### src/rtl/radlk_pkg.sv
`default_nettype none

package radlk_pkg;

  // link protocol codes
  localparam logic [7:0] CODE_SOH     = 8'h01;
  localparam logic [7:0] CODE_ACK     = 8'h06;
  localparam logic [7:0] CODE_NOMATCH = 8'hFF;
  localparam logic [7:0] PRINT_LO     = 8'h20;
  localparam logic [7:0] PRINT_HI     = 8'h7F;

  // counter geometry
  localparam int unsigned CNT_W = 12;
  localparam logic [CNT_W-1:0] CNT_MAX = {CNT_W{1'b1}};

  // configuration register map
  localparam int unsigned CFG_IDX_W  = 2;
  localparam int unsigned CFG_DATA_W = 11;
  localparam logic [CFG_IDX_W-1:0] CFG_BACKOFF    = 2'd0;
  localparam logic [CFG_IDX_W-1:0] CFG_IDLE_EXTRA = 2'd1;
  localparam logic [CFG_IDX_W-1:0] CFG_ACK_TMO    = 2'd2;

  // configuration reset values
  localparam logic [9:0]  BACKOFF_RST    = 10'd100;
  localparam logic [10:0] IDLE_EXTRA_RST = 11'd1000;
  localparam logic [9:0]  ACK_TMO_RST    = 10'd500;

  typedef enum logic [2:0] {
    ST_CONNECT  = 3'd0,
    ST_IDLE     = 3'd1,
    ST_SEND     = 3'd2,
    ST_RECEIVE  = 3'd3,
    ST_AWAIT    = 3'd4,
    ST_SEND_ACK = 3'd5
  } link_state_e;

  typedef struct packed {
    logic [9:0]  backoff_ticks;
    logic [10:0] idle_extra_ticks;
    logic [9:0]  ack_timeout_ticks;
  } cfg_t;

  typedef struct packed {
    logic        carrier_detect;
    logic        rx_ready;
    logic [7:0]  rx_byte;
    logic        uart_valid;
    logic [31:0] uart_addr;
    logic [7:0]  uart_data;
  } in_t;

  typedef struct packed {
    logic        tx_valid;
    logic [31:0] tx_addr;
    logic [7:0]  tx_byte;
    logic        uart_out_valid;
    logic [7:0]  uart_out_byte;
    logic        uart_taken;
    logic        link_up;
  } out_t;

endpackage

`default_nettype wire

### src/rtl/radlk_cfg.sv
`default_nettype none

module radlk_cfg
  import radlk_pkg::*;
(
  input  wire logic                  clk_i,
  input  wire logic                  rst_ni,
  input  wire logic                  cfg_we_i,
  input  wire logic [CFG_IDX_W-1:0]  cfg_idx_i,
  input  wire logic [CFG_DATA_W-1:0] cfg_data_i,
  output cfg_t                       cfg_o
);

  cfg_t cfg_q, cfg_d;

  // register write decode
  always_comb begin
    cfg_d = cfg_q;
    if (cfg_we_i) begin
      unique case (cfg_idx_i)
        CFG_BACKOFF:    cfg_d.backoff_ticks     = cfg_data_i[9:0];
        CFG_IDLE_EXTRA: cfg_d.idle_extra_ticks  = cfg_data_i;
        CFG_ACK_TMO:    cfg_d.ack_timeout_ticks = cfg_data_i[9:0];
        default:        cfg_d = cfg_q;
      endcase
    end
  end

  always_ff @(posedge clk_i or negedge rst_ni) begin
    if (!rst_ni) begin
      cfg_q.backoff_ticks     <= BACKOFF_RST;
      cfg_q.idle_extra_ticks  <= IDLE_EXTRA_RST;
      cfg_q.ack_timeout_ticks <= ACK_TMO_RST;
    end else begin
      cfg_q <= cfg_d;
    end
  end

  assign cfg_o = cfg_q;

endmodule

`default_nettype wire

### src/rtl/radlk_fsm.sv
`default_nettype none

module radlk_fsm
  import radlk_pkg::*;
(
  input  wire logic clk_i,
  input  wire logic rst_ni,
  input  wire logic step_i,
  input  in_t       item_i,
  input  cfg_t      cfg_i,
  output out_t      res_o
);

  link_state_e      state_q, state_d;
  logic [CNT_W-1:0] conn_cnt_q, conn_cnt_d;
  logic [CNT_W-1:0] idle_cnt_q, idle_cnt_d;
  logic [CNT_W-1:0] ack_cnt_q, ack_cnt_d;
  logic [CNT_W-1:0] ack_cnt_inc;
  logic [CNT_W-1:0] idle_limit;
  logic [7:0]       last_rx_q, last_rx_d;
  logic [31:0]      dest_addr_q, dest_addr_d;
  logic [7:0]       pend_data_q, pend_data_d;
  logic             link_q, link_d;
  logic             rx_hit;
  logic             tx_valid;
  logic [7:0]       tx_byte;

  function automatic logic [CNT_W-1:0] sat_inc(input logic [CNT_W-1:0] v);
    return (v == CNT_MAX) ? v : v + 1'b1;
  endfunction

  // a polled frame counts only when the address matched
  assign rx_hit      = item_i.rx_ready && (item_i.rx_byte != CODE_NOMATCH);
  assign ack_cnt_inc = sat_inc(ack_cnt_q);
  assign idle_limit  = CNT_W'(cfg_i.backoff_ticks) + CNT_W'(cfg_i.idle_extra_ticks);

  // next state and result of one tick
  always_comb begin
    state_d     = state_q;
    conn_cnt_d  = conn_cnt_q;
    idle_cnt_d  = idle_cnt_q;
    ack_cnt_d   = ack_cnt_q;
    last_rx_d   = last_rx_q;
    dest_addr_d = dest_addr_q;
    pend_data_d = pend_data_q;
    link_d      = link_q;
    tx_valid    = 1'b0;
    tx_byte     = '0;
    res_o       = '0;

    unique case (state_q)
      ST_CONNECT: begin
        if ((conn_cnt_q > CNT_W'(cfg_i.backoff_ticks)) && !item_i.carrier_detect) begin
          conn_cnt_d = '0;
          tx_valid   = 1'b1;
          tx_byte    = CODE_SOH;
        end else begin
          conn_cnt_d = sat_inc(conn_cnt_q);
          if (item_i.rx_ready) begin
            last_rx_d = item_i.rx_byte;
          end
          if (item_i.rx_ready && item_i.rx_byte == CODE_ACK) begin
            link_d  = 1'b1;
            state_d = ST_IDLE;
          end else if (item_i.rx_ready && item_i.rx_byte == CODE_SOH) begin
            tx_valid = 1'b1;
            tx_byte  = CODE_ACK;
            link_d   = 1'b1;
            state_d  = ST_IDLE;
          end
        end
      end
      ST_IDLE: begin
        if (item_i.uart_valid) begin
          dest_addr_d      = item_i.uart_addr;
          pend_data_d      = item_i.uart_data;
          res_o.uart_taken = 1'b1;
          idle_cnt_d       = '0;
          state_d          = ST_SEND;
        end else begin
          if (item_i.rx_ready) begin
            last_rx_d = item_i.rx_byte;
          end
          if (rx_hit) begin
            idle_cnt_d = '0;
            state_d    = ST_RECEIVE;
          end else if (idle_cnt_q > idle_limit) begin
            idle_cnt_d = '0;
            tx_valid   = 1'b1;
            tx_byte    = CODE_SOH;
            state_d    = ST_AWAIT;
          end else begin
            idle_cnt_d = sat_inc(idle_cnt_q);
          end
        end
      end
      ST_SEND: begin
        if (!item_i.carrier_detect) begin
          tx_valid = 1'b1;
          tx_byte  = pend_data_q;
          state_d  = ST_AWAIT;
        end
      end
      ST_RECEIVE: begin
        if (last_rx_q >= PRINT_LO && last_rx_q <= PRINT_HI) begin
          res_o.uart_out_valid = 1'b1;
          res_o.uart_out_byte  = last_rx_q;
          state_d              = ST_SEND_ACK;
        end else if (last_rx_q == CODE_SOH) begin
          state_d = ST_SEND_ACK;
        end else begin
          state_d = ST_CONNECT;
          link_d  = 1'b0;
        end
      end
      ST_AWAIT: begin
        if (item_i.rx_ready) begin
          last_rx_d = item_i.rx_byte;
        end
        if (rx_hit) begin
          ack_cnt_d = '0;
          if (item_i.rx_byte == CODE_ACK) begin
            state_d = ST_IDLE;
          end else begin
            state_d = ST_CONNECT;
            link_d  = 1'b0;
          end
        end else if (ack_cnt_inc > CNT_W'(cfg_i.ack_timeout_ticks)) begin
          ack_cnt_d = '0;
          state_d   = ST_CONNECT;
          link_d    = 1'b0;
        end else begin
          ack_cnt_d = ack_cnt_inc;
        end
      end
      ST_SEND_ACK: begin
        tx_valid = 1'b1;
        tx_byte  = CODE_ACK;
        state_d  = ST_IDLE;
      end
      default: begin
        state_d = ST_CONNECT;
      end
    endcase

    // frame fields read zero when nothing is sent
    res_o.tx_valid = tx_valid;
    res_o.tx_addr  = tx_valid ? dest_addr_q : '0;
    res_o.tx_byte  = tx_byte;
    res_o.link_up  = link_d;
  end

  // control state
  always_ff @(posedge clk_i or negedge rst_ni) begin
    if (!rst_ni) begin
      state_q     <= ST_CONNECT;
      conn_cnt_q  <= '0;
      idle_cnt_q  <= '0;
      ack_cnt_q   <= '0;
      last_rx_q   <= '0;
      dest_addr_q <= '0;
      pend_data_q <= '0;
      link_q      <= 1'b0;
    end else if (step_i) begin
      state_q     <= state_d;
      conn_cnt_q  <= conn_cnt_d;
      idle_cnt_q  <= idle_cnt_d;
      ack_cnt_q   <= ack_cnt_d;
      last_rx_q   <= last_rx_d;
      dest_addr_q <= dest_addr_d;
      pend_data_q <= pend_data_d;
      link_q      <= link_d;
    end
  end

endmodule

`default_nettype wire

### src/rtl/radlk_outbuf.sv
`default_nettype none

module radlk_outbuf
  import radlk_pkg::*;
(
  input  wire logic clk_i,
  input  wire logic rst_ni,
  input  wire logic push_i,
  input  out_t      push_data_i,
  output logic      full_o,
  output logic      out_valid_o,
  input  wire logic out_stall_i,
  output out_t      out_data_o
);

  logic main_vld_q, main_vld_d;
  logic skid_vld_q, skid_vld_d;
  out_t main_q, main_d;
  out_t skid_q, skid_d;
  logic pop;

  assign pop = main_vld_q && !out_stall_i;

  // two-entry buffer: main drives the port, skid catches a request under stall
  always_comb begin
    main_vld_d = main_vld_q;
    skid_vld_d = skid_vld_q;
    main_d     = main_q;
    skid_d     = skid_q;
    if (pop) begin
      if (skid_vld_q) begin
        main_d     = skid_q;
        skid_vld_d = 1'b0;
      end else if (push_i) begin
        main_d = push_data_i;
      end else begin
        main_vld_d = 1'b0;
      end
    end else if (push_i) begin
      if (main_vld_q) begin
        skid_d     = push_data_i;
        skid_vld_d = 1'b1;
      end else begin
        main_d     = push_data_i;
        main_vld_d = 1'b1;
      end
    end
  end

  always_ff @(posedge clk_i or negedge rst_ni) begin
    if (!rst_ni) begin
      main_vld_q <= 1'b0;
      skid_vld_q <= 1'b0;
    end else begin
      main_vld_q <= main_vld_d;
      skid_vld_q <= skid_vld_d;
    end
  end

  // payload registers
  always_ff @(posedge clk_i) begin
    main_q <= main_d;
    skid_q <= skid_d;
  end

  assign full_o      = skid_vld_q;
  assign out_valid_o = main_vld_q;
  assign out_data_o  = main_q;

endmodule

`default_nettype wire

### src/rtl/radio_link_handshake_fsm_unit.sv
`default_nettype none

// channel   direction  handshake             payload
// in        input      in_valid_i/in_stall_o    in_data_i   (in_t)
// out       output     out_valid_o/out_stall_i  out_data_o  (out_t)
// cfg       input      cfg_we_i                 cfg_idx_i, cfg_data_i
//
// one tick per cycle while in_stall_o is low: an accepted tick updates the link
// state machine in its accept cycle and its result is registered before it is
// on out_data_o; it passes through a two-entry output buffer, so a tick is still
// taken while one result waits; in_stall_o rises only when both entries hold
// reset puts the link in connect request with all counters and latches cleared
// and the three timing registers at their default values

module radio_link_handshake_fsm_unit
  import radlk_pkg::*;
(
  input  wire logic                  clk_i,
  input  wire logic                  rst_ni,
  input  wire logic                  in_valid_i,
  output logic                       in_stall_o,
  input  in_t                        in_data_i,
  output logic                       out_valid_o,
  input  wire logic                  out_stall_i,
  output out_t                       out_data_o,
  input  wire logic                  cfg_we_i,
  input  wire logic [CFG_IDX_W-1:0]  cfg_idx_i,
  input  wire logic [CFG_DATA_W-1:0] cfg_data_i
);

  cfg_t cfg;
  out_t res;
  logic step;
  logic buf_full;

  assign in_stall_o = buf_full;
  assign step       = in_valid_i && !buf_full;

  // timing registers
  radlk_cfg u_cfg (
    .clk_i      (clk_i),
    .rst_ni     (rst_ni),
    .cfg_we_i   (cfg_we_i),
    .cfg_idx_i  (cfg_idx_i),
    .cfg_data_i (cfg_data_i),
    .cfg_o      (cfg)
  );

  // link state machine
  radlk_fsm u_fsm (
    .clk_i  (clk_i),
    .rst_ni (rst_ni),
    .step_i (step),
    .item_i (in_data_i),
    .cfg_i  (cfg),
    .res_o  (res)
  );

  // result buffer
  radlk_outbuf u_outbuf (
    .clk_i       (clk_i),
    .rst_ni      (rst_ni),
    .push_i      (step),
    .push_data_i (res),
    .full_o      (buf_full),
    .out_valid_o (out_valid_o),
    .out_stall_i (out_stall_i),
    .out_data_o  (out_data_o)
  );

endmodule

`default_nettype wire

### config.mk
export PLATFORM = sky130hd
export DESIGN_NAME = radio_link_handshake_fsm_unit
export DESIGN_NICKNAME = d
export VERILOG_FILES = /design/src/rtl/radlk_pkg.sv /design/src/rtl/radlk_cfg.sv /design/src/rtl/radlk_fsm.sv /design/src/rtl/radlk_outbuf.sv /design/src/rtl/radio_link_handshake_fsm_unit.sv
export SDC_FILE = /design/constraint.sdc
export NUM_CORES = 1
export LEC_CHECK = 0
export ABC_CLOCK_PERIOD_IN_PS = 11340
export BUFFER_PORTS_ARGS = -buffer_cell sky130_fd_sc_hd__buf_2
export CAP_MARGIN = 20
export CORE_ASPECT_RATIO = 0.7
export CORE_MARGIN = 5
export CORE_UTILIZATION = 30
export CTS_CLUSTER_SIZE = 16
export DETAILED_ROUTE_END_ITERATION = 7
export HOLD_SLACK_MARGIN = 0.12
export PLACE_DENSITY = 0.55
export SYNTH_ARGS = -nofsm -noshare
export SYNTH_HDL_FRONTEND = slang
export SYNTH_SLANG_ARGS = --single-unit
### constraint.sdc
create_clock -name clk_i -period 11.34 [get_ports clk_i]
set_input_delay 2.268 -clock clk_i [delete_from_list [all_inputs] [get_ports clk_i]]
set_output_delay 2.268 -clock clk_i [all_outputs]
set_load 0.02 [all_outputs]
==> results.py <==
metrics = {
    "cts": {
        "cts_resized": 0,
        "cts_setup_buffers": 0,
        "tritoncts": "yes",
        "clock_latency_ns": 0.53,
        "cts.clk_slew.worst_paths_ns": 0.06,
        "cts_made_buffers": 25,
        "cts_buffer_depth": 3,
        "cts_num_sinks": 225,
        "cts-root-buf": "clkbuf_16",
        "ctsHoldBuffers": 0,
        "htreeDepth": 1,
    },
    "timing": {
        "maxSlewViolCount": 0,
        "setup_viol": 0,
        "rsz0062_at_grt": "no",
        "finClkSkew_ns": 0.007888,
        "hold_viol_final": 0,
        "tightest_slew_ns": 1.003,
        "min_period_ns": 4.709,
        "fin_tns_setup_ns": 0,
        "fmaxAchievable_mhz": 212.4,
        "period_share": 0.4153,
        "setup_ws_ns": 6.631,
        "max_slew_margin": 0.3282,
    },
    "floorplan": {
        "die_w_um": 235.8,
        "ios": 123,
        "die_area_sq_um": 39620,
        "coreArea_sq_um": 34950,
        "chipHeight_um": 168.0,
        "start_util": 0.3063,
        "rows": 57,
    },
    "drt": {
        "met3_length_um": 961,
        "drt_first_iter_violations": 458,
        "drc": 0,
        "vias_per_cell": 4.695,
        "vias": 7155,
        "top_layer": "met4",
        "drt-wirelength-per-cell_um": 16.73,
        "ant_nets": 0,
        "drt-met1-wl_um": 12320,
        "wl_um": 25500,
        "first_pass_iters": 5,
        "met2WireLength_um": 11590,
    },
    "yosys": {
        "ys_types": 57,
        "synth_warnings": 0,
        "synth_seq_cells": 225,
        "syn_area_sq_um": 10710,
        "async_flop_share": 0.5378,
        "synth_edf_count": 104,
        "netlist_instances": 905,
        "synth_nets": 1020,
        "synthFlopType": "dfrtp_1",
        "syn_area_per_cell_sq_um": 11.83,
        "yosysSeqAreaShare": 0.5763,
    },
    "power": {
        "seqPwrFrac": 0.432,
        "leakagePower_uw": 0.005351,
        "power_switching_uw": 1025,
        "peakVddDrop_mv": 0.08760,
        "p_int_uw": 2015,
        "powerDensity_nw_per_um2": 239.3,
        "pwr-share-comb": 0.299,
        "swShare": 0.3371,
        "p_clk_frac": 0.270,
    },
    "finish": {
        "multi_input_area_sq_um": 4320,
        "regArea_sq_um": 6170,
        "final_cell_mix": "buf_2 (121), nand2_1 (110), dfrtp_1 (106)",
        "nNetsFinal": 1147,
        "final_common_cell": "buf_2",
        "syn_to_final_growth_pct": 18.69,
        "fin_cells": 1524,
        "final_layout_size_suffix_gt1_frac": 0.2714,
        "fillerInstances": 3462,
    },
    "global_routing": {
        "grtUsageTotal": 0.1264,
        "grt_max_degree": 67,
        "grt-ovfl-total": 0,
        "grt_pass1_vias": 7134,
        "antenna_found_initial": 2,
        "grt_pass1_wl_um": 40770,
    },
    "run_status": {
        "status": "finished, final reports clean",
    },
    "worst_setup_path": {
        "r2r-end": "u_outbuf.out_data_o[22]",
        "startpoint_type": "register",
        "crit_arrival_ns": 4.95,
        "reg2reg_from": "u_cfg.cfg_o[21]",
        "critical_path_peak_fanout": 66,
        "cpPeakStageDelay_ns": 0.52,
        "crit_family": "compound AO/OA/AOI/OAI gates",
        "cp.required_ns": 11.58,
        "crit_top_cell": "o21ai_0",
        "cpMaxStageDelayCell": "buf_4",
        "critical_path_class": "reg -> reg",
        "regToRegSetupSlack_ns": 6.63,
        "end_kind": "register",
        "path_cells": "ha_1 > fa_1 > a21o_1 > a21oi_1 > nor2b_1 > o21ai_0 > a21o_1 > nor3_1 > a311oi_1 > ha_1 > nand2_1 > o21ai_0 > a211oi_1 > a21oi_1 > a32oi_1 > and4b_2 > buf_4 > o21ai_0",
        "r2r.worst_path.cells": 18,
        "path_buf_inv": 1,
    },
    "worst_hold_path": {
        "worstHoldStart": "u_fsm.link_q",
        "holdPathEnd": "u_fsm.link_q",
        "hold_depth": 2,
        "hold_path_class": "reg -> reg",
    },
    "placed_design": {
        "gp_congestion": 0.7851,
        "io_buffers": 122,
        "dp_hpwl_um": 17380,
        "place_ws_ns": 6.541,
        "dp.cells": 1477,
    },
    "job": {
        "cap_violations": 0,
    },
}
==> layer usage <==
layer	vias to the layer above	track usage
met4	0	0.03355
met5	-	0
met1	3469	0.1823
li1	3514	-
met2	132	0.1986
met3	40	0.02142
==> power by group through the flow <==
stage	Combinational [uW]	Clock (uW)	Sequential [uW]
detailed placement	919	0	1330
global route	1010	887	1340
floorplan	550	0	1390
global placement	908	0	1320
CTS	924	850	1310
finish	908	820	1310
==> worst max-delay path by stage <==
| stage | startpoint | to | slack, ns | depth (start not counted) |
|---|---|---|---|---|
| 2_1_floorplan | in_valid_i | u_outbuf.out_data_o[0] | 5.65 | 4 |
| 3_3_place_gp | in_data_i[45] | u_outbuf.out_data_o[27] | 6.59 | 8 |
| 3_5_place_dp | in_data_i[48] | u_outbuf.out_data_o[29] | 6.54 | 8 |
| 4_1_cts | u_cfg.cfg_o[21] | u_outbuf.out_data_o[22] | 6.58 | 18 |
| 5_1_grt | u_cfg.cfg_o[21] | u_outbuf.out_data_o[22] | 6.07 | 18 |
| 6_report | u_cfg.cfg_o[21] | u_outbuf.out_data_o[22] | 6.63 | 18 |
==> synthesized netlist by cell type, types with 4 or more instances <==
library cell,count,area share
mux2_2,89,0.094
and3_1,8,0.0047
nand3_1,18,0.0084
nor2_1,45,0.016
nor3_1,13,0.0061
dfrtp_1,106,0.25
clkbuf_1,24,0.0084
xnor2_1,16,0.013
ha_1,45,0.053
nand2b_1,9,0.0053
a22o_1,9,0.0074
buf_2,4,0.0019
nor3b_1,6,0.0042
xor2_1,18,0.015
nand4_1,19,0.011
edfxtp_1,104,0.29
and2_1,17,0.0099
o211ai_1,5,0.0035
nor4_1,5,0.0029
inv_1,32,0.011
a21oi_1,27,0.013
o31ai_1,5,0.0035
o21ai_0,62,0.029
nand2_1,112,0.039
dfstp_2,15,0.037
nor2b_1,42,0.025
a21o_1,7,0.0049
a31oi_1,4,0.0023
==> per-stage QoR <==
step / cell area, sq um / total power [uW] / hold slack, ns / utilization
5_1_grt: 12710 / 3244 / 0.5224 / 0.3636
6_report: 12710 / 3040 / 0.4938 / 0.3636
4_1_cts: 12700 / 3088 / 0.4978 / 0.3634
2_1_floorplan: 10710 / 1938 / 0.4562 / -
3_3_place_gp: 11870 / 2231 / 0.4777 / 0.3398
3_5_place_dp: 11870 / 2246 / 0.4844 / 0.3398
==> worst min-delay path: stages, from the launching register on <==
cell and delay, ns:
dfrtp_1 0.34, o41ai_1 0.07, nand2_1 0.05
==> cell type report <==
cell class | instances | share of cell area
multi-input cells | 618 | 0.3400
clock inverters | 14 | 0.01172
inverters | 32 | 0.009453
repair buffers | 130 | 0.05298
well taps | 472 | 0.04648
diodes | 2 | 0.0003939
clock buffers | 31 | 0.05337
flip-flops and latches | 225 | 0.4856
==> logic make-up after synthesis <==
group | Yosys count | synth area share
buf+inv | 62 | 0.02232
simple gates | 310 | 0.1453
compound gates | 136 | 0.07749
xor+xnor | 34 | 0.02782
flops | 225 | 0.5763
fa+ha+maj | 46 | 0.05446
other cells | 1 | 0.0003503
mux | 91 | 0.09596
==> sequential cells by signal, summed over array words and instances (netlist names) <==
name	cells
u_fsm.idle_cnt_q	12
u_outbuf.full_o	1
u_outbuf.skid_q	52
u_cfg.cfg_o	31
u_fsm.pend_data_q	8
u_fsm.ack_cnt_q	12
u_fsm.last_rx_q	8
u_fsm.link_q	1
u_outbuf.out_valid_o	1
u_fsm.dest_addr_q	32
u_outbuf.out_data_o	52
u_fsm.conn_cnt_q	12
u_fsm.state_q	3
Note: power is estimated with default switching activity, not from simulation.
